[config.mk]
export PLATFORM = sky130hd
export DESIGN_NAME = shvdt_queue
export DESIGN_NICKNAME = d
export VERILOG_FILES = /design/src/rtl/core/shvdt_pkg.sv /design/src/rtl/core/shvdt_queue.sv
export VERILOG_INCLUDE_DIRS = /design/src /design/src/rtl/core
export SDC_FILE = /design/constraint.sdc
export NUM_CORES = 1
export LEC_CHECK = 0
export ABC_CLOCK_PERIOD_IN_PS = 2800
export BUFFER_PORTS_ARGS = -buffer_cell sky130_fd_sc_hd__clkbuf_2
export CORE_ASPECT_RATIO = 1.75
export CORE_MARGIN = 3
export CORE_UTILIZATION = 57
export DETAILED_ROUTE_END_ITERATION = 6
export PLACE_DENSITY = 0.79
export SLEW_MARGIN = 25
export SYNTH_ARGS = -nofsm -noshare
export SYNTH_HDL_FRONTEND = slang
export SYNTH_SLANG_ARGS = --single-unit
[constraint.sdc]
create_clock -name i_clk -period 2.8 [get_ports i_clk]
set_input_delay 0.28 -clock i_clk [delete_from_list [all_inputs] [get_ports i_clk]]
set_output_delay 0.28 -clock i_clk [all_outputs]
set_load 0.01 [all_outputs]
[src/rtl/core/shield_veto_deadtime_tracker_defines.svh]
// assertion macros shared by the shield veto deadtime tracker modules
// every module that asserts has i_clk and i_rst_n
`ifndef SHIELD_VETO_DEADTIME_TRACKER_DEFINES_SVH
`define SHIELD_VETO_DEADTIME_TRACKER_DEFINES_SVH

// same-cycle implication, checked out of reset
`define SHVDT_ASSERT_NOW(label, ante, cons, msg) \
    label: assert property (@(posedge i_clk) disable iff (!i_rst_n) (ante) |-> (cons)) \
        else $error(msg);

// next-cycle implication, checked out of reset
`define SHVDT_ASSERT_NEXT(label, ante, cons, msg) \
    label: assert property (@(posedge i_clk) disable iff (!i_rst_n) (ante) |=> (cons)) \
        else $error(msg);

`endif

[src/rtl/core/shvdt_pkg.sv]
package shvdt_pkg;

    // geometry
    localparam int PANELS    = 6;
    localparam int CRYSTALS  = 16;
    localparam int PANEL_W   = $clog2(PANELS);
    localparam int CNT_W     = $clog2(CRYSTALS + 1);
    localparam int PAIRS     = (PANELS + 1) / 2;

    // field widths
    localparam int OP_W      = 2;
    localparam int TIME_W    = 48;
    localparam int CODE_W    = 3;
    localparam int CRYSTAL_W = 4;
    localparam int ENERGY_W  = 16;
    localparam int END_W     = TIME_W + 1;
    localparam int DT_W      = 30;
    localparam int THR_W     = ENERGY_W + 1;

    // configuration port
    localparam int CFG_W     = 24;
    localparam int CFG_IDX_W = 3;

    // deadtime arithmetic
    localparam int PROD_W    = CFG_W + CNT_W;
    localparam int DBL_W     = PROD_W + 1;
    localparam int SUM_W     = (DBL_W + 1 > DT_W + 1) ? DBL_W + 1 : DT_W + 1;
    localparam logic [DT_W-1:0] DT_MAX = {DT_W{1'b1}};

    // command queue
    localparam int QUEUE_DEPTH = 4;
    localparam int QPTR_W      = $clog2(QUEUE_DEPTH);
    localparam int QCNT_W      = $clog2(QUEUE_DEPTH + 1);

    // operation codes
    localparam logic [OP_W-1:0] OP_START   = 2'd0;
    localparam logic [OP_W-1:0] OP_HIT     = 2'd1;
    localparam logic [OP_W-1:0] OP_END     = 2'd2;
    localparam logic [OP_W-1:0] OP_IGNORED = 2'd3;

    // detector codes
    localparam logic [CODE_W-1:0] DET_X0 = 3'd0;
    localparam logic [CODE_W-1:0] DET_X1 = 3'd1;
    localparam logic [CODE_W-1:0] DET_Y0 = 3'd2;
    localparam logic [CODE_W-1:0] DET_Y1 = 3'd3;
    localparam logic [CODE_W-1:0] DET_Z0 = 3'd4;
    localparam logic [CODE_W-1:0] DET_Z1 = 3'd5;

    // panel assignment
    localparam logic [PANEL_W-1:0] PANEL_X0 = PANEL_W'(0);
    localparam logic [PANEL_W-1:0] PANEL_X1 = PANEL_W'(1);
    localparam logic [PANEL_W-1:0] PANEL_Y0 = PANEL_W'(2);
    localparam logic [PANEL_W-1:0] PANEL_Y1 = PANEL_W'(3);
    localparam logic [PANEL_W-1:0] PANEL_Z0 = PANEL_W'(2);
    localparam logic [PANEL_W-1:0] PANEL_Z1 = PANEL_W'(3);
    localparam logic [CRYSTAL_W-1:0] Z_CRYSTAL = 4'd4;

    // register indexes
    localparam logic [CFG_IDX_W-1:0] CFG_ENERGY_THRESHOLD = 3'd0;
    localparam logic [CFG_IDX_W-1:0] CFG_CHANNEL_DEAD     = 3'd1;
    localparam logic [CFG_IDX_W-1:0] CFG_VETO_WINDOW      = 3'd2;
    localparam logic [CFG_IDX_W-1:0] CFG_PULSE_FLOOR      = 3'd3;
    localparam logic [CFG_IDX_W-1:0] CFG_DELAY_BEFORE     = 3'd4;
    localparam logic [CFG_IDX_W-1:0] CFG_DELAY_AFTER      = 3'd5;

    // command kinds between front and back
    typedef logic [1:0] t_cmd_kind;
    localparam t_cmd_kind CMD_START = 2'd0;
    localparam t_cmd_kind CMD_HIT   = 2'd1;
    localparam t_cmd_kind CMD_END   = 2'd2;

    typedef struct packed {
        logic                 we;
        logic [CFG_IDX_W-1:0] idx;
        logic [CFG_W-1:0]     data;
    } t_cfg_wr;

    typedef struct packed {
        t_cmd_kind            kind;
        logic [TIME_W-1:0]    stamp;
        logic [PANEL_W-1:0]   panel;
        logic [CRYSTAL_W-1:0] crystal;
    } t_cmd;

    typedef struct packed {
        logic               ok;
        logic [PANEL_W-1:0] panel;
    } t_map;

    // detector code to panel, z codes only on the center crystal
    function automatic t_map map_panel(input logic [CODE_W-1:0] code,
                                       input logic [CRYSTAL_W-1:0] crystal);
        t_map m;
        m.ok    = 1'b1;
        m.panel = '0;
        unique case (code)
            DET_X0: m.panel = PANEL_X0;
            DET_X1: m.panel = PANEL_X1;
            DET_Y0: m.panel = PANEL_Y0;
            DET_Y1: m.panel = PANEL_Y1;
            DET_Z0: begin
                m.panel = PANEL_Z0;
                m.ok    = (crystal == Z_CRYSTAL);
            end
            DET_Z1: begin
                m.panel = PANEL_Z1;
                m.ok    = (crystal == Z_CRYSTAL);
            end
            default: m.ok = 1'b0;
        endcase
        return m;
    endfunction

endpackage

[src/rtl/core/shvdt_queue.sv]
`include "shield_veto_deadtime_tracker_defines.svh"

module shvdt_queue (
    input  logic            i_clk,
    input  logic            i_rst_n,
    input  logic            i_push,
    input  shvdt_pkg::t_cmd i_cmd,
    output logic            o_full,
    output logic            o_valid,
    output shvdt_pkg::t_cmd o_cmd,
    input  logic            i_pop
);

    shvdt_pkg::t_cmd r_mem [shvdt_pkg::QUEUE_DEPTH];
    logic [shvdt_pkg::QPTR_W-1:0] r_wr;
    logic [shvdt_pkg::QPTR_W-1:0] r_rd;
    logic [shvdt_pkg::QCNT_W-1:0] r_count;
    logic do_push;
    logic do_pop;

    assign o_full  = (r_count == shvdt_pkg::QCNT_W'(shvdt_pkg::QUEUE_DEPTH));
    assign o_valid = (r_count != '0);
    assign o_cmd   = r_mem[r_rd];
    assign do_push = i_push && !o_full;
    assign do_pop  = i_pop && o_valid;

    always_ff @(posedge i_clk) begin
        if (do_push) begin
            r_mem[r_wr] <= i_cmd;
        end
    end

    always_ff @(posedge i_clk) begin
        if (!i_rst_n) begin
            r_wr    <= '0;
            r_rd    <= '0;
            r_count <= '0;
        end else begin
            if (do_push) begin
                r_wr <= (r_wr == shvdt_pkg::QPTR_W'(shvdt_pkg::QUEUE_DEPTH - 1)) ? '0 : r_wr + 1'b1;
            end
            if (do_pop) begin
                r_rd <= (r_rd == shvdt_pkg::QPTR_W'(shvdt_pkg::QUEUE_DEPTH - 1)) ? '0 : r_rd + 1'b1;
            end
            if (do_push && !do_pop) begin
                r_count <= r_count + 1'b1;
            end else if (do_pop && !do_push) begin
                r_count <= r_count - 1'b1;
            end
        end
    end

    `SHVDT_ASSERT_NOW(a_count_bound, 1'b1, r_count <= shvdt_pkg::QCNT_W'(shvdt_pkg::QUEUE_DEPTH), "queue count past depth")
    `SHVDT_ASSERT_NOW(a_no_push_when_full, i_push, !o_full, "push into a full queue")

endmodule

Word level (Yosys, flattened, before mapping)
Memories as Yosys holds them, arrays and structs flattened. A register that Yosys moved wholly into a read port is not among the register bits.
Index checks and enable logic that the tools add are counted.

word-level totals
  register bits after elaboration = 7
  RAM bits = 228
  input bits = 61
  output and inout bits = 59
  logic and storage cells = 28
  memories kept = 1

memories
  name   words  bits a word  read ports  clocked after Yosys merged registers in  wr ports  line               text
  r_mem  4      57           1           1                                        1         shvdt_queue.sv:14  shvdt_pkg::t_cmd r_mem [shvdt_pkg::QUEUE_DEPTH];

operators by class
  add/sub/neg operators = 4
  equality and inequality tests = 3
  muxes and demuxes = 8
  reductions and logical operators = 9

operators by type and width
  operator               number
  $mux W2                4
  $mux W3                2
  $add A2 B1 Y2 const B  2
  $eq A2 B2 Y1 const B   2
  $logic_and A1 B1 Y1    4
  $add A3 B1 Y3 const B  1
  $eq A3 B3 Y1 const B   1
  $logic_not A1 Y1       3
  $reduce_bool A3 Y1     1
  $sub A3 B1 Y3 const B  1
  $mux W1                2
  $reduce_bool A2 Y1     1

Longest topological paths before layout
  depth in word-level cells = 7
  mapped depth = 9
  depth with buffers taken out = 8

Least setup slack after synthesis
OpenSTA, ideal clock, no wires.

  path kind = reg-to-reg
  start point = register r_count[0] (netlist bit)
  end point = memory r_mem[0][0] (netlist bit) (enable)
  setup time = 421 ps
  arrival = 2159 ps
  required time = 2379 ps
  setup slack = 221 ps
  stages on the path, launching flop included = 5
  path buffers = 1
  clock period less this slack = 2579 ps
  cell sequence = dfxtp_1 -> nor3b_1 -> nor2b_1 -> buf_2 -> and2_1

between the ends
  word-level cells in the longest chain between the ends = 5

ends and longest elaborated chain
  item                           line               text
  from (decl)                    shvdt_queue.sv:17  logic [shvdt_pkg::QCNT_W-1:0] r_count;
  from (signal assigned)         shvdt_queue.sv:46  r_count <= r_count + 1'b1;
  from (signal assigned)         shvdt_queue.sv:48  r_count <= r_count - 1'b1;
  $eq A3 B3 Y1                   shvdt_queue.sv:21  assign o_full = (r_count == shvdt_pkg::QCNT_W'(shvdt_pkg::QUEUE_DEPTH));
  via o_full                     shvdt_queue.sv:8   output logic o_full,
  $logic_not A1 Y1               shvdt_queue.sv:24  assign do_push = i_push && !o_full;
  $logic_and A1 B1 Y1            shvdt_queue.sv:24
  via do_push                    shvdt_queue.sv:18  logic do_push;
  $mux W1                        shvdt_queue.sv:28  if (do_push) begin
  $mux W1 (not written as such)  shvdt_queue.sv:29  r_mem[r_wr] <= i_cmd;
  to (decl)                      shvdt_queue.sv:14

The timed path passes the listed nets, and every way through them passes these cells.

Final worst setup path
  start point = register r_count[1] (netlist bit)
  end point = register r_count[2] (netlist bit)

between the ends
  word-level cells in the longest chain between the ends = 6
  elaborated cells on any way between the ends = 14
  those cells by class = 2 x add/sub; 1 x eq/ne; 2 x mux; 9 x reduce/logical

ends and longest elaborated chain
  item
  branches (longest 6 deep; another with $sub A3 B1 Y3)

Parallel ways; which one is timed is not known. The select of a mux whose other input is x is not followed.
A chain may end at the register's enable or synchronous reset.

==> results.toml <==
[status]
status = "completed"

[drt]
vias = 3952
vias_per_cell = 5.769
first_pass_iters = 5
ant_nets = 0
drt_iter0_markers = 263
avgRoutedWirePerCell_um = 22.67
drc = 0
drt_wl_total_um = 15530

[synth]
yosys-top-cells-area = "edfxtp_1 (79%), mux4_2 (15%), dfxtp_1 (2.1%)"
yosysWarnings = 0
synthCells = 348
synth-seq-cells = 237
yosysTopAreaCellShare_pct = 78.75
yosysUniqueCellTypes = 23
synth_largest_area_cell = "edfxtp_1"
syn_avg_cell_area_sq_um = 24.98
synth_nets = 416
synth_seq_area_share_pct = 80.82
synth_area_sq_um = 8695

[placed_design]
dpl_cell_area_sq_um = 9578
hpwl_um = 9489
gp_congestion = 0.7165
placedCellCount = 647
port_buffers = 119

[floorplan]
pin_count = 120
die_w_um = 99.36
start_util_pct = 58.31
fp.dieArea_sq_um = 16830
die_h_um = 169.4
placement_rows = 59
core-area_sq_um = 14910

[worst_setup_path]
cp-end-kind = "flip-flop"
worstRegToRegCells = 7
critical_path_required_ns = 3.21
setup.worst_path.start_class = "flip-flop"
cp_top_family = "adder cells"
critPathMaxFanout = 5
worstSetupPathType = "flip-flop to flip-flop"
slowest_stage = "o31ai_1"
crit_cells = 7
cp_cell_sequence = "o31ai_1, ha_1, inv_1, fa_1, xor2_1, or3_1, a21boi_0"
regToRegSetupSlack_ns = 0.46
arrival_ns = 2.75
critPathMaxStageDelay_ns = 0.48
path_buf_inv = 1

[timing]
slew_violations = 0
setup_viol = 0
fin_setup_tns_ns = 0
fin_crit_sh_pct = 83.54
worstMarginPinSlew_ns = 0.5591
finalCriticalPeriod_ns = 2.339
fin_skew_ns = 0.01175
hold_violations = 0
grt_setup_unrepaired = "no"
fmax_ghz = 0.4275
slew_headroom_pct = 62.72

[clock_tree]
clk_pin_slew_ns = 0.07
root_buffer = "clkbuf_16"
post_cts_resized = 0
cts_tree = "built"
cts_buffers = 20
insertion_delay_ns = 0.48
cts_setup_buffers = 0
cts.path.max_buffers = 3
cts_sinks = 237
htreeDepth = 1

[global_routing]
grt_use_total_pct = 19.07
grt_max_degree = 58
grt_overflow = 0
grt_pass1_wl_um = 24170
grt_pass1_vias = 4325
antenna_found_initial = 1

[layout]
syn_to_final_growth_pct = 18.33
n_antenna_cell = 0
final_area_sq_um = 10290
layout.cells.non_filler = 685
nFillCells = 953
final_cell_mix = "edfxtp_1 (228), clkbuf_2 (119), mux4_2 (57)"
nets = 556
drive_gt1_share_pct = 44.02
layout_commonest_cell = "edfxtp_1"
utilization_pct = 69.00

[power_and_ir_drop]
switching_share_pct = 24.78
power_density_nw_per_um2 = 911.6
switchingPower_mw = 2.324
p_leak_nw = 3.519
irDropWorstVdd_mv = 0.5973
total_power_mw = 9.379
p_int_mw = 7.055
pwr-share-seq_pct = 47.4
pwr-share-comb_pct = 22.1
clockPowerShare_pct = 30.6

[min_path]
hp-class = "primary input to flip-flop"
hold_depth = 1

[flow_run]
drv_cap = 0
==> sequential cells by signal, summed over array words and instances (netlist names), named ones only <==
name,count
r_rd,2
r_mem,228
r_wr,2
r_count,3
==> through the flow <==
step / hold slack, ns / setup slack (ns)
floorplan: 0.3789 / 0.2206
global placement: 0.4760 / 0.6244
detailed placement: 0.5017 / 0.4866
CTS: 0.00006092 / 0.4744
global route: 0.001805 / 0.2691
finish: 0.01610 / 0.4609
==> cell families after synthesis <==
group | Yosys count | share of synthesized area, %
adders and majority gates | 7 | 1.094
and+or+nand+nor | 20 | 1.194
muxes | 60 | 15.11
AOI/OAI and AO/OA | 5 | 0.3454
DFF | 237 | 80.82
buffers and inverters | 17 | 1.237
xor gates and xnor gates | 2 | 0.2015
==> per-layer routing <==
metal  global-route usage, %  share of wire (%)  vias to the layer above
met3                   4.443                5.9                       38
met1                   23.28                 35                     2029
met4                   6.302                3.3                        2
li1                        -                  -                     1751
met2                   33.58                 55                      132
met5                       0              0.045                        -
==> area by class of cell <==
cell class | instances | area, sq um | area share (%)
Clock inverter | 10 | 146.4 | 1.423
Clock buffer | 26 | 544.3 | 5.290
Timing Repair Buffer | 132 | 760.7 | 7.394
Inverter | 3 | 11.26 | 0.1094
Tap cell | 183 | 229.0 | 2.225
Sequential cell | 237 | 7032 | 68.34
Multi-Input combinational cell | 94 | 1565 | 15.21
==> power by group through the flow <==
| stage | registers [mW] | logic (mW) | clock network, mW |
|---|---|---|---|
| 2_1_floorplan | 4.48 | 1.38 | 0 |
| 3_3_place_gp | 4.47 | 2.09 | 0 |
| 3_5_place_dp | 4.51 | 2.13 | 0 |
| 4_1_cts | 4.45 | 2.13 | 2.92 |
| 5_1_grt | 4.47 | 2.25 | 3.05 |
| 6_report | 4.44 | 2.07 | 2.87 |
==> cells in the mapped netlist <==
library cell  number
nand3_1            2
dfxtp_1            9
nand2_1            6
buf_2              5
nor2_1             2
ha_1               6
fa_1               1
or3_1              2
xor2_1             1
mux2i_1            3
buf_6              4
a21boi_0           1
nor2b_1            2
inv_1              3
clkbuf_1           3
xnor2_1            1
o31ai_1            1
edfxtp_1         228
o21ai_0            3
buf_4              2
and2_1             5
nor3b_1            1
mux4_2            57
==> final timing paths <==
path,end,start
setup reg to reg,r_count[2],r_count[1]
hold / removal,r_mem[1][7],i_cmd[7]
setup / recovery,r_count[2],r_count[1]
hold reg to reg,r_wr[1],r_wr[1]
==> worst register-to-register path: stages (launching register included) <==
cell and delay, ns:
dfxtp_1 0.36, o31ai_1 0.48, ha_1 0.28, inv_1 0.06
fa_1 0.38, xor2_1 0.19, or3_1 0.34, a21boi_0 0.18
==> timing repair <==
item | CTS | global route
endpoints found under the hold margin | 7 | 0
hold buffers | 2 | 0
endpoints found under the setup margin | 0 | 0
No activity file was read; power rests on OpenSTA's default activity.
