==> config.mk <==
export PLATFORM = sky130hd
export DESIGN_NAME = shvdt_front
export DESIGN_NICKNAME = d
export VERILOG_FILES = /design/src/rtl/core/shield_veto_deadtime_tracker_defines.svh /design/src/rtl/core/shvdt_pkg.sv /design/src/rtl/core/shvdt_front.sv
export SDC_FILE = /design/constraint.sdc
export NUM_CORES = 1
export LEC_CHECK = 0
export BUFFER_PORTS_ARGS = -buffer_cell sky130_fd_sc_hd__buf_4
export CORE_MARGIN = 2
export CORE_UTILIZATION = 31
export CTS_BUF_LIST = sky130_fd_sc_hd__clkbuf_16
export CTS_CLUSTER_DIAMETER = 80
export DETAILED_ROUTE_END_ITERATION = 8
export HOLD_SLACK_MARGIN = 0.06
export PLACE_DENSITY = 0.76
export SETUP_SLACK_MARGIN = 0.5
export SYNTH_ARGS = -nofsm -noshare
export SYNTH_HDL_FRONTEND = slang
export SYNTH_SLANG_ARGS = --single-unit
==> constraint.sdc <==
create_clock -name i_clk -period 1.8 [get_ports i_clk]
set_clock_uncertainty 0.1 [all_clocks]
set_input_delay 0.09 -clock i_clk [delete_from_list [all_inputs] [get_ports i_clk]]
set_output_delay 0.09 -clock i_clk [all_outputs]
set_load 0.02 [all_outputs]
==> src/rtl/core/shield_veto_deadtime_tracker_defines.svh <==
// assertion macros shared by the shield veto deadtime tracker modules
// every module that asserts has i_clk and i_rst_n
`ifndef SHIELD_VETO_DEADTIME_TRACKER_DEFINES_SVH
`define SHIELD_VETO_DEADTIME_TRACKER_DEFINES_SVH

// same-cycle implication, checked out of reset
`define SHVDT_ASSERT_NOW(label, ante, cons, msg) \
    label: assert property (@(posedge i_clk) disable iff (!i_rst_n) (ante) |-> (cons)) \
        else $error(msg);

// next-cycle implication, checked out of reset
`define SHVDT_ASSERT_NEXT(label, ante, cons, msg) \
    label: assert property (@(posedge i_clk) disable iff (!i_rst_n) (ante) |=> (cons)) \
        else $error(msg);

`endif

==> src/rtl/core/shvdt_pkg.sv <==
package shvdt_pkg;

    // geometry
    localparam int PANELS    = 6;
    localparam int CRYSTALS  = 16;
    localparam int PANEL_W   = $clog2(PANELS);
    localparam int CNT_W     = $clog2(CRYSTALS + 1);
    localparam int PAIRS     = (PANELS + 1) / 2;

    // field widths
    localparam int OP_W      = 2;
    localparam int TIME_W    = 48;
    localparam int CODE_W    = 3;
    localparam int CRYSTAL_W = 4;
    localparam int ENERGY_W  = 16;
    localparam int END_W     = TIME_W + 1;
    localparam int DT_W      = 30;
    localparam int THR_W     = ENERGY_W + 1;

    // configuration port
    localparam int CFG_W     = 24;
    localparam int CFG_IDX_W = 3;

    // deadtime arithmetic
    localparam int PROD_W    = CFG_W + CNT_W;
    localparam int DBL_W     = PROD_W + 1;
    localparam int SUM_W     = (DBL_W + 1 > DT_W + 1) ? DBL_W + 1 : DT_W + 1;
    localparam logic [DT_W-1:0] DT_MAX = {DT_W{1'b1}};

    // command queue
    localparam int QUEUE_DEPTH = 4;
    localparam int QPTR_W      = $clog2(QUEUE_DEPTH);
    localparam int QCNT_W      = $clog2(QUEUE_DEPTH + 1);

    // operation codes
    localparam logic [OP_W-1:0] OP_START   = 2'd0;
    localparam logic [OP_W-1:0] OP_HIT     = 2'd1;
    localparam logic [OP_W-1:0] OP_END     = 2'd2;
    localparam logic [OP_W-1:0] OP_IGNORED = 2'd3;

    // detector codes
    localparam logic [CODE_W-1:0] DET_X0 = 3'd0;
    localparam logic [CODE_W-1:0] DET_X1 = 3'd1;
    localparam logic [CODE_W-1:0] DET_Y0 = 3'd2;
    localparam logic [CODE_W-1:0] DET_Y1 = 3'd3;
    localparam logic [CODE_W-1:0] DET_Z0 = 3'd4;
    localparam logic [CODE_W-1:0] DET_Z1 = 3'd5;

    // panel assignment
    localparam logic [PANEL_W-1:0] PANEL_X0 = PANEL_W'(0);
    localparam logic [PANEL_W-1:0] PANEL_X1 = PANEL_W'(1);
    localparam logic [PANEL_W-1:0] PANEL_Y0 = PANEL_W'(2);
    localparam logic [PANEL_W-1:0] PANEL_Y1 = PANEL_W'(3);
    localparam logic [PANEL_W-1:0] PANEL_Z0 = PANEL_W'(2);
    localparam logic [PANEL_W-1:0] PANEL_Z1 = PANEL_W'(3);
    localparam logic [CRYSTAL_W-1:0] Z_CRYSTAL = 4'd4;

    // register indexes
    localparam logic [CFG_IDX_W-1:0] CFG_ENERGY_THRESHOLD = 3'd0;
    localparam logic [CFG_IDX_W-1:0] CFG_CHANNEL_DEAD     = 3'd1;
    localparam logic [CFG_IDX_W-1:0] CFG_VETO_WINDOW      = 3'd2;
    localparam logic [CFG_IDX_W-1:0] CFG_PULSE_FLOOR      = 3'd3;
    localparam logic [CFG_IDX_W-1:0] CFG_DELAY_BEFORE     = 3'd4;
    localparam logic [CFG_IDX_W-1:0] CFG_DELAY_AFTER      = 3'd5;

    // command kinds between front and back
    typedef logic [1:0] t_cmd_kind;
    localparam t_cmd_kind CMD_START = 2'd0;
    localparam t_cmd_kind CMD_HIT   = 2'd1;
    localparam t_cmd_kind CMD_END   = 2'd2;

    typedef struct packed {
        logic                 we;
        logic [CFG_IDX_W-1:0] idx;
        logic [CFG_W-1:0]     data;
    } t_cfg_wr;

    typedef struct packed {
        t_cmd_kind            kind;
        logic [TIME_W-1:0]    stamp;
        logic [PANEL_W-1:0]   panel;
        logic [CRYSTAL_W-1:0] crystal;
    } t_cmd;

    typedef struct packed {
        logic               ok;
        logic [PANEL_W-1:0] panel;
    } t_map;

    // detector code to panel, z codes only on the center crystal
    function automatic t_map map_panel(input logic [CODE_W-1:0] code,
                                       input logic [CRYSTAL_W-1:0] crystal);
        t_map m;
        m.ok    = 1'b1;
        m.panel = '0;
        unique case (code)
            DET_X0: m.panel = PANEL_X0;
            DET_X1: m.panel = PANEL_X1;
            DET_Y0: m.panel = PANEL_Y0;
            DET_Y1: m.panel = PANEL_Y1;
            DET_Z0: begin
                m.panel = PANEL_Z0;
                m.ok    = (crystal == Z_CRYSTAL);
            end
            DET_Z1: begin
                m.panel = PANEL_Z1;
                m.ok    = (crystal == Z_CRYSTAL);
            end
            default: m.ok = 1'b0;
        endcase
        return m;
    endfunction

endpackage

==> src/rtl/core/shvdt_front.sv <==
module shvdt_front (
    input  logic                                i_clk,
    input  logic                                i_rst_n,
    input  shvdt_pkg::t_cfg_wr                  i_cfg,
    input  logic                                i_valid,
    output logic                                o_ready,
    input  logic [shvdt_pkg::OP_W-1:0]          i_operation,
    input  logic [shvdt_pkg::TIME_W-1:0]        i_event_time,
    input  logic [shvdt_pkg::CODE_W-1:0]        i_detector_code,
    input  logic [shvdt_pkg::CRYSTAL_W-1:0]     i_crystal_id,
    input  logic [shvdt_pkg::ENERGY_W-1:0]      i_hit_energy,
    input  logic                                i_q_full,
    output logic                                o_push,
    output shvdt_pkg::t_cmd                     o_cmd
);

    logic [shvdt_pkg::THR_W-1:0] r_thr;
    shvdt_pkg::t_map map;
    logic above;
    logic keep;

    // energy threshold lives here, the rest of the registers sit in the back
    always_ff @(posedge i_clk) begin
        if (!i_rst_n) begin
            r_thr <= '1;
        end else if (i_cfg.we && i_cfg.idx == shvdt_pkg::CFG_ENERGY_THRESHOLD) begin
            r_thr <= i_cfg.data[shvdt_pkg::THR_W-1:0];
        end
    end

    always_comb begin
        map   = shvdt_pkg::map_panel(i_detector_code, i_crystal_id);
        // signed compare, energy zero-extended
        above = $signed({2'b00, i_hit_energy}) > $signed({r_thr[shvdt_pkg::THR_W-1], r_thr});
        keep  = 1'b0;
        o_cmd.kind    = shvdt_pkg::CMD_START;
        o_cmd.stamp   = i_event_time;
        o_cmd.panel   = map.panel;
        o_cmd.crystal = i_crystal_id;
        unique case (i_operation)
            shvdt_pkg::OP_START: keep = 1'b1;
            shvdt_pkg::OP_HIT: begin
                keep       = above && map.ok;
                o_cmd.kind = shvdt_pkg::CMD_HIT;
            end
            shvdt_pkg::OP_END: begin
                keep       = 1'b1;
                o_cmd.kind = shvdt_pkg::CMD_END;
            end
            shvdt_pkg::OP_IGNORED: keep = 1'b0;
            default: keep = 1'b0;
        endcase
    end

    assign o_ready = !i_q_full;
    assign o_push  = i_valid && !i_q_full && keep;

endmodule

Yosys cells after proc, flatten, opt, wreduce, memory -nomap -nowiden
Cells that the tools add are included.

Output and inout bits: 59. Bits of input ports: 105. Register bits: 17.

$lt $le $gt $ge: 1. Eq/ne operators: 9. Multiplexer cells: 4. Reductions and logical operators: 13.

Operators by type and width (number): 17-bit > comparator (1); 2-bit OR reduction (4); 3-bit by 2-bit equality test with 1-bit output, second input constant (2); 3-bit equality test, second input constant (2); 3-bit logical NOT (2); 2-bit case mux with 3 select lines (1); 2-bit equality test, second input constant (2); 4-bit by 3-bit equality test with 1-bit output, second input constant (1); 1-bit logical AND (4); 2-bit case mux with 2 select lines (1); 4-bit OR reduction (1); 3-bit by 1-bit equality test with 1-bit output, second input constant (1); 1-bit case mux with 3 select lines (1); 2-bit by 1-bit equality test with 1-bit output, second input constant (1); 2-bit logical NOT (1); 1-bit case mux with 2 select lines (1); 1-bit logical NOT (1).

Depth between registers and ports, before layout
Gate-level depths: netlist of the first run.

Depth in word-level cells: 6. Gate-level depth with buffers: 7. Mapped depth without buffers: 7.

Worst setup path before layout of the first run
No wires, ideal clock.

Path kind: flip-flop to output port. Start: register r_thr[6] (netlist name). End: output port o_push. Setup slack: 8 ps. Arrival time: 1602 ps. Stages on the path, launching flop included: 8. Data required time: 1610 ps. Buffers on the path: 0. Cells stage by stage: dfxtp_1 > inv_1 > ha_1 > nand4_1 > nor3_1 > a2111oi_2 > o221a_2 > o22ai_1.

Word-level cells in the longest chain between the ends: 4.

RTL lines: from (decl) (RTL line shvdt_front.sv:17) `logic [shvdt_pkg::THR_W-1:0] r_thr;`; from (signal assigned) (RTL line shvdt_front.sv:27) `r_thr <= i_cfg.data[shvdt_pkg::THR_W-1:0];`; 17-bit > comparator (RTL line shvdt_front.sv:34) `above = $signed({2'b00, i_hit_energy}) > $signed({r_thr[shvdt_pkg::THR_W-1], r_thr});`; 1-bit logical AND (RTL line shvdt_front.sv:43) `keep = above && map.ok;`; 1-bit case mux with 3 select lines (RTL line shvdt_front.sv:40) `unique case (i_operation)`; 1-bit logical AND (RTL line shvdt_front.sv:56) `assign o_push = i_valid && !i_q_full && keep;`; to (decl) (RTL line shvdt_front.sv:13) `output logic o_push,`.

No other way between the ends.

Worst setup path after layout of the first run
Start: register r_thr[2] (netlist name). End: output port o_push.

The elaborated chain is that of the path after synthesis.

==> results of run 1 <==
## where the power goes
part	leakage (nW)	switching, W	internal (W)
Sequential	0.138	0.00000444	0.000390
Combinational	0.847	0.000126	0.000174
Clock	0.0409	0.000141	0.000297
## worst max-delay path, cell delays in order, from the launching register on
cell	delay [ps]
dfxtp_1	320
inv_2	50
ha_4	260
buf_4	90
nand4_1	190
nor3_2	240
a2111oi_4	50
o221a_2	270
o22ai_4	100
buf_6	140
## per-stage QoR
step	instances	setup TNS, ps	hold slack [ps]	util [%]
finish	286	-332	80.0	44.5
detailed placement	264	-112	80.1	36.8
floorplan	186	0	114	-
global route	286	-426	80.0	44.5
global placement	264	-63.0	80.1	36.8
CTS	286	-301	80.1	43.1
## cell families (layout without fill, tap and decap cells)
logic type                 count (synthesis)  in the layout  share of synthesized area, %
AOI/OAI and AO/OA                         30             30                          15.3
DFF                                       17             17                          22.6
and+or+nand+nor                           42             42                          14.2
other                                      1              1                         0.249
adders and majority gates                 18             18                          14.9
buffers and inverters                     78            111                          32.8
## layer usage
layer,part of all wire (%),vias up
met5,0,-
met4,1.4,0
met3,7.3,12
met2,50,37
met1,41,545
li1,-,641
## layout make-up
type | instances | area, um2 | share of cell area (%)
Tap cell | 67 | 83.8 | 3.99
Clock inverter | 1 | 5.00 | 0.238
Clock buffer | 3 | 75.1 | 3.58
Inverter | 20 | 75.1 | 3.58
Multi-Input combinational cell | 91 | 815 | 38.8
Timing Repair Buffer | 87 | 702 | 33.4
Sequential cell | 17 | 344 | 16.4
## synthesized netlist by cell type (all sizes together)
cell | number | share of area [%]
nor3 | 1 | 0.33
o211ai | 15 | 7.5
nand3b | 1 | 0.50
buf | 57 | 28
o221a | 1 | 0.75
nor4 | 1 | 0.41
o21ai | 2 | 0.66
a2111oi | 2 | 2.0
nand2 | 24 | 6.0
o22ai | 1 | 0.41
nor4b | 2 | 2.0
inv | 20 | 5.0
ha | 18 | 15
nand4 | 3 | 1.2
nand3 | 4 | 1.3
clkbuf | 1 | 0.25
nor2 | 2 | 0.50
a21oi | 5 | 1.7
or2 | 1 | 0.41
or4b | 1 | 0.66
nor2b | 2 | 0.83
a21o | 1 | 0.50
conb | 1 | 0.25
a211oi | 2 | 1.3
dfxtp | 17 | 23
o21a | 1 | 0.50
## worst max-delay path by stage
stage               startpoint  slack [ps]     end
global placement      r_thr[2]         -60  o_push
CTS                   r_thr[6]        -300  o_push
floorplan             r_thr[8]         160  o_push
detailed placement    r_thr[8]        -110  o_push
finish                r_thr[2]        -330  o_push
global route          r_thr[6]        -430  o_push
## what timing repair did
item                       4_1_cts  5_1_grt
setup endpoints to repair        1        1
hold buffers                    18        0
hold endpoints to repair        17        0
pin swaps                        6        9
gates resized for setup          9       12
==> flow_summary.json, run 1 <==
{
  "gr-usage-met1_pct": 14.1,
  "dpl_worst_slack_ps": -112,
  "min_path_cells": 0,
  "r2r_setup_slack_ps": 980,
  "use_met3_pct": 3.98,
  "postCtsSetupBuffers": 0,
  "r2r-start": "r_thr[5]",
  "setup_viol": 1,
  "layout_commonest_cell": "buf_4",
  "post_drt_wl_per_cell_um": 11.8,
  "cts_buffers": 3,
  "cts_tree": "done",
  "syn2layout_area_growth_pct": 39.1,
  "syn_area_um2": 1510,
  "track_usage_pct": 12.4,
  "min_from": "i_event_time[6]",
  "grt_max_degree": 33,
  "most-common-layout-cells": "buf_4, nand2_1, dlygate4sd3_1",
  "dr.pass1.iters": 3,
  "htreeDepth": 1,
  "violations": "negative setup slack",
  "vias": 1235,
  "avgSynthCellArea_um2": 8.11,
  "critPathCaptureType": "output pin",
  "grt_pass1_vias": 1219,
  "clock-sinks": 17,
  "cts_root_buffer": "clkbuf_16",
  "min_to": "o_cmd[13]",
  "drt-initial-drc-count": 50,
  "regMostFlops": "r_thr",
  "core_area_um2": 4720,
  "worstPathMaxFanout": 2,
  "ys_seq_area_share_pct": 22.6,
  "final_antenna_net_count": 0,
  "placed_area_um2": 1740,
  "clkLatencyLatePin_ps": 240,
  "hold_path_class": "in2out",
  "top_usage_layer": "met2",
  "fin_crit_sh_pct": 118,
  "fin_ws_ps": -332,
  "cellLeakagePower_nw": 1.03,
  "power_w": 0.00113,
  "dp_hpwl_um": 2560,
  "gr-total-overflow": 0,
  "rsz0062_at_grt": "yes",
  "netlist_instances": 186,
  "synth_warnings": 0,
  "final_area_um2": 2100,
  "fin_nets": 343,
  "yosysUniqueCellTypes": 29,
  "postRouteWirelength_um": 3360,
  "route.detailed.drc": 0,
  "setup.worst_path.class": "reg2out",
  "r2r_cells": 3,
  "start_util_pct": 31.9,
  "die_area_um2": 5440,
  "die_height_um": 73.8,
  "drv_slew": 0,
  "place_congestion": 0.725,
  "syn_nets": 309,
  "start_kind": "flop",
  "ir_worst_vdd_v": 0.000276,
  "cp.required_ps": 1610,
  "io_buffer_count": 59,
  "regToRegEndpoint": "r_thr[5]",
  "maxCapViolations": 0,
  "n_antenna_cell": 0,
  "min_period_ps": 2130,
  "grt_pass1_wl_um": 5210,
  "largest_reg_flops": 17,
  "antenna_found_initial": 0,
  "rows": 25,
  "io_pins": 164,
  "die_w_um": 73.8,
  "use_met2_pct": 20.5,
  "finalHoldViolCount": 0,
  "synth_seq_cells": 17,
  "fillers": 481,
  "cp.arrival_ps": 1940,
  "outcome": "finished with violations",
  "drive_above_1_share_pct": 46.6,
  "clockBufferDepth": 2,
  "viasPerCell": 4.32,
  "power_density_nw_per_um2": 540,
  "fmax_ghz": 0.469,
  "clk_pin_slew_worst_paths_ps": 50,
  "top_regs": "r_thr x17"
}
No activity file was read; power rests on OpenSTA's default activity.
==> inputs of run 2 (changes only) <==
Settings changed: REMOVE_ABC_BUFFERS from default to 1.
==> flow_summary.json, run 2 (synthesis results as in run 1) <==
{
  "critPathLaunch": "r_thr[4]",
  "cpPeakStageDelay_ps": 360,
  "layout_commonest_cell": "buf_4",
  "worstPathMaxFanout": 3,
  "critPathCaptureType": "output pin",
  "setup.worst_path.class": "reg2out",
  "violations": "negative setup slack",
  "cp.required_ps": 1610,
  "r2r_setup_slack_ps": 870,
  "gr-total-overflow": 0,
  "grt_pass1_vias": 1274,
  "regToRegEndpoint": "r_thr[6]",
  "most-common-layout-cells": "buf_4, nand2_1, dlygate4sd3_1",
  "die_w_um": 73.8,
  "viasPerCell": 4.73,
  "antenna_found_initial": 0,
  "start_kind": "flop",
  "track_usage_pct": 23.1,
  "fin_nets": 342,
  "route.detailed.drc": 0,
  "critical_path.endpoint": "o_push",
  "regMostFlops": "r_thr",
  "drt-initial-drc-count": 32,
  "clockBufferDepth": 2,
  "htreeDepth": 1,
  "min_period_ps": 2070,
  "cts_buffers": 3,
  "cp.arrival_ps": 1880,
  "grt_pass1_wl_um": 8580,
  "postRouteWirelength_um": 6560,
  "io_buffer_count": 59,
  "syn2layout_area_growth_pct": 38.8,
  "fmax_ghz": 0.483,
  "r2r-start": "r_thr[6]",
  "clk_pin_slew_worst_paths_ps": 50,
  "vias": 1349,
  "die_area_um2": 5440,
  "r2r_cells": 4,
  "place_congestion": 0.842,
  "top_regs": "r_thr x17",
  "holdWs_ps": 80.0,
  "clock-sinks": 17,
  "maxCapViolations": 0,
  "cts_root_buffer": "clkbuf_16",
  "finalHoldViolCount": 0,
  "ir_worst_vdd_v": 0.000310,
  "fillers": 478,
  "setup_viol": 1,
  "drive_above_1_share_pct": 46.8,
  "start_util_pct": 31.9,
  "clkLatencyLatePin_ps": 240,
  "crit_chain": "inv_2 > ha_4 > a21oi_2 > o21ai_2 > a2111oi_2 > o221a_2 > o22ai_2 > buf_6",
  "cellLeakagePower_nw": 1.01,
  "fin_ws_ps": -271,
  "multiInputGateArea_um2": 818,
  "power_density_nw_per_um2": 547,
  "io_pins": 164,
  "hold_path_class": "in2out",
  "power_w": 0.00115,
  "die_height_um": 73.8,
  "core_area_um2": 4720,
  "rows": 25,
  "final_antenna_net_count": 0,
  "dr.pass1.iters": 4,
  "largest_reg_flops": 17,
  "grt_max_degree": 33,
  "outcome": "finished with violations",
  "rsz0062_at_grt": "yes",
  "n_antenna_cell": 0,
  "regArea_um2": 343,
  "crit_path_top_delay_cell": "a2111oi_2",
  "fin_crit_sh_pct": 115,
  "dp_hpwl_um": 5470,
  "cts_tree": "done",
  "drv_slew": 0,
  "post_drt_wl_per_cell_um": 23.0
}
## run 2: per-layer routing
layer	up-vias	part of all wire [%]	global-route usage, %
li1	637	-	-
met1	580	23	15.3
met2	130	47	37.5
met3	2	29	32.8
met4	0	0.90	2.22
met5	-	0	4.04
## run 2: layout make-up
type | instances | area share, %
clock buffers | 3 | 3.58
multi-input cells | 91 | 39.1
inverters | 20 | 3.58
clock inverters | 1 | 0.239
repair buffers | 86 | 33.2
flip-flops and latches | 17 | 16.4
well taps | 67 | 4.00
## run 2: worst min path at each step
stage,start,end,slack (ps),depth (start not counted)
2_1_floorplan,i_rst_n,r_thr[0],60,1
3_3_place_gp,i_event_time[13],o_cmd[20],80,0
3_5_place_dp,i_event_time[13],o_cmd[20],80,0
4_1_cts,i_event_time[13],o_cmd[20],80,0
5_1_grt,i_event_time[4],o_cmd[11],80,0
6_report,i_event_time[13],o_cmd[20],80,0
## run 2: repair_timing
action / 4_1_cts / 5_1_grt
resized for setup: 21 / 5
endpoints found under the hold margin: 17 / 0
buffers inserted: 5 / 0
pin swaps: 11 / 5
endpoints found under the setup margin: 1 / 1
hold buffers: 18 / 0
## run 2: stage by stage
stage / worst slack (ps) / instance area [um2] / std cells / TNS [ps] / utilization, %
after floorplan: -135 / 1090 / 128 / -2250 / -
after global placement: -86.7 / 1650 / 258 / -86.7 / 35.0
after detailed placement: -121 / 1650 / 258 / -121 / 35.0
after CTS: -243 / 2070 / 285 / -243 / 43.9
after global routing: -377 / 2090 / 285 / -377 / 44.3
final: -271 / 2090 / 285 / -271 / 44.3
## run 2: critical path, delay by kind of cell (launching register included)
family	cells	cell delay, ps
AO/OA/AOI/OAI	5	920
flip-flops	1	320
adder cells (fa/ha/maj)	1	220
buffers and inverters	2	180
## run 2: report_power, final
group	switching (W)	total, W	internal (W)
Sequential	0.00000479	0.000395	0.000390
Clock	0.000148	0.000445	0.000297
Combinational	0.000129	0.000305	0.000177
Total	0.000281	0.00115	0.000864
==> inputs of run 3 (changes only) <==
Settings changed: CORE_UTILIZATION 31 to 32, CTS_BUF_LIST sky130_fd_sc_hd__clkbuf_16 to sky130_fd_sc_hd__clkbuf_8, PLACE_DENSITY 0.76 to 0.79.
==> flow_summary.json, run 3 (synthesis results as in run 1) <==
{
  "dr.pass1.iters": 4,
  "ir_worst_vdd_v": 0.000254,
  "cts_buffers": 3,
  "die_height_um": 72.7,
  "clockBufferDepth": 2,
  "route.detailed.drc": 0,
  "most-common-layout-cells": "buf_4, nand2_1, dlygate4sd3_1",
  "dp_hpwl_um": 5620,
  "grt_pass1_wl_um": 8700,
  "viasPerCell": 5.01,
  "final_area_um2": 2000,
  "power_switching_share_pct": 27.4,
  "io_buffer_count": 59,
  "clock-sinks": 17,
  "fin_ws_ps": -345,
  "critPathLaunch": "r_thr[6]",
  "grt_pass1_vias": 1318,
  "start_kind": "flop",
  "cellLeakagePower_nw": 0.989,
  "fmax_ghz": 0.466,
  "fin_nets": 340,
  "gr-total-overflow": 0,
  "clk_pin_slew_worst_paths_ps": 70,
  "grt_max_degree": 33,
  "power_density_nw_per_um2": 490,
  "largest_reg_flops": 17,
  "setup-tns-final_ps": -345,
  "clkLatencyLatePin_ps": 260,
  "power_w": 0.000978,
  "setup.worst_path.class": "reg2out",
  "antenna_found_initial": 0,
  "p_switching_w": 0.000268,
  "place_congestion": 0.928,
  "htreeDepth": 1,
  "pwr-share-seq_pct": 40.3,
  "r2r-start": "r_thr[6]",
  "min_from": "i_event_time[5]",
  "core_area_um2": 4440,
  "die_w_um": 72.7,
  "setup_viol": 1,
  "cts_root_buffer": "clkbuf_8",
  "outcome": "finished with violations",
  "post_drt_wl_per_cell_um": 24.3,
  "regToRegEndpoint": "r_thr[6]",
  "track_usage_pct": 23.7,
  "fin_crit_sh_pct": 119,
  "io_pins": 164,
  "r2r_setup_slack_ps": 870,
  "drv_slew": 0,
  "critical_path.endpoint": "o_push",
  "combPwrFrac_pct": 29.8,
  "hold_path_class": "in2out",
  "power.internal_w": 0.000710,
  "critPathCaptureType": "output pin",
  "vias": 1342,
  "maxCapViolations": 0,
  "start_util_pct": 34.0,
  "top_regs": "r_thr x17",
  "min_period_ps": 2140,
  "cts_tree": "done",
  "rsz0062_at_grt": "yes",
  "finalHoldViolCount": 0,
  "syn2layout_area_growth_pct": 32.3,
  "n_antenna_cell": 0,
  "rows": 24,
  "layout_commonest_cell": "buf_4",
  "violations": "negative setup slack",
  "drive_above_1_share_pct": 44.0,
  "cp.arrival_ps": 1950,
  "die_area_um2": 5280,
  "clockPowerShare_pct": 29.9,
  "placed_area_um2": 1640,
  "final_antenna_net_count": 0,
  "cp.required_ps": 1610,
  "holdWs_ps": 80.0,
  "regMostFlops": "r_thr",
  "postRouteWirelength_um": 6520,
  "worstPathMaxFanout": 2,
  "utilization_pct": 44.9,
  "drt-initial-drc-count": 35,
  "r2r_cells": 4
}
run 3: cell types whose count changed in the layout (fill, tap and decap cells not counted), sizes merged:
cell	previous run	this run
buf	68	66
inv	20	21
clkinv	1	0
run 3: worst min path at each step:
stage	depth (start not counted)	slack, ps	to
floorplan	1	60	r_thr[0]
global placement	0	80	o_cmd[12]
detailed placement	0	80	o_cmd[12]
CTS	0	80	o_cmd[12]
global route	0	80	o_cmd[12]
finish	0	80	o_cmd[12]
run 3: what timing repair did:
action,CTS,global route
endpoints found under the hold margin,17,0
gates resized for setup,7,15
setup endpoints to repair,1,1
gates cloned,0,0
pin swaps,4,8
hold buffers,18,0
buffers inserted,0,2
run 3: routing by layer:
metal / GRT usage [%] / vias up / share of wire [%]
met3: 30.1 / 12 / 27
met5: 1.01 / - / 0
met1: 14.9 / 566 / 22
li1: - / 629 / -
met4: 5.14 / 0 / 1.7
met2: 41.1 / 135 / 49
run 3: critical path, stage by stage (launching register included):
cell	delay [ps]
dfxtp_2	330
inv_2	50
ha_4	240
a211oi_2	220
nor2_1	100
a2111oi_4	310
o221a_2	250
o22ai_2	70
buf_6	130
run 3: power by group through the flow:
stage               Combinational, W  Clock [W]  Sequential (W)
global placement            0.000230          0        0.000401
floorplan                  0.0000879          0        0.000400
CTS                         0.000275   0.000299        0.000393
finish                      0.000292   0.000292        0.000394
global route                0.000322   0.000308        0.000395
detailed placement          0.000236          0        0.000402
run 3: final cells by class:
type                    count  area [um2]
fillers                   434        2450
clock buffers               3        41.3
repair buffers             84         679
well taps                  52        65.1
flip-flops and latches     17         344
multi-input cells          91         788
clock inverters             1        3.75
inverters                  20        75.1
run 3: through the flow:
| step | cells | setup slack, ps |
|---|---|---|
| 2_1_floorplan | 128 | -135 |
| 3_3_place_gp | 244 | -81.5 |
| 3_5_place_dp | 244 | -119 |
| 4_1_cts | 266 | -300 |
| 5_1_grt | 268 | -419 |
| 6_report | 268 | -345 |
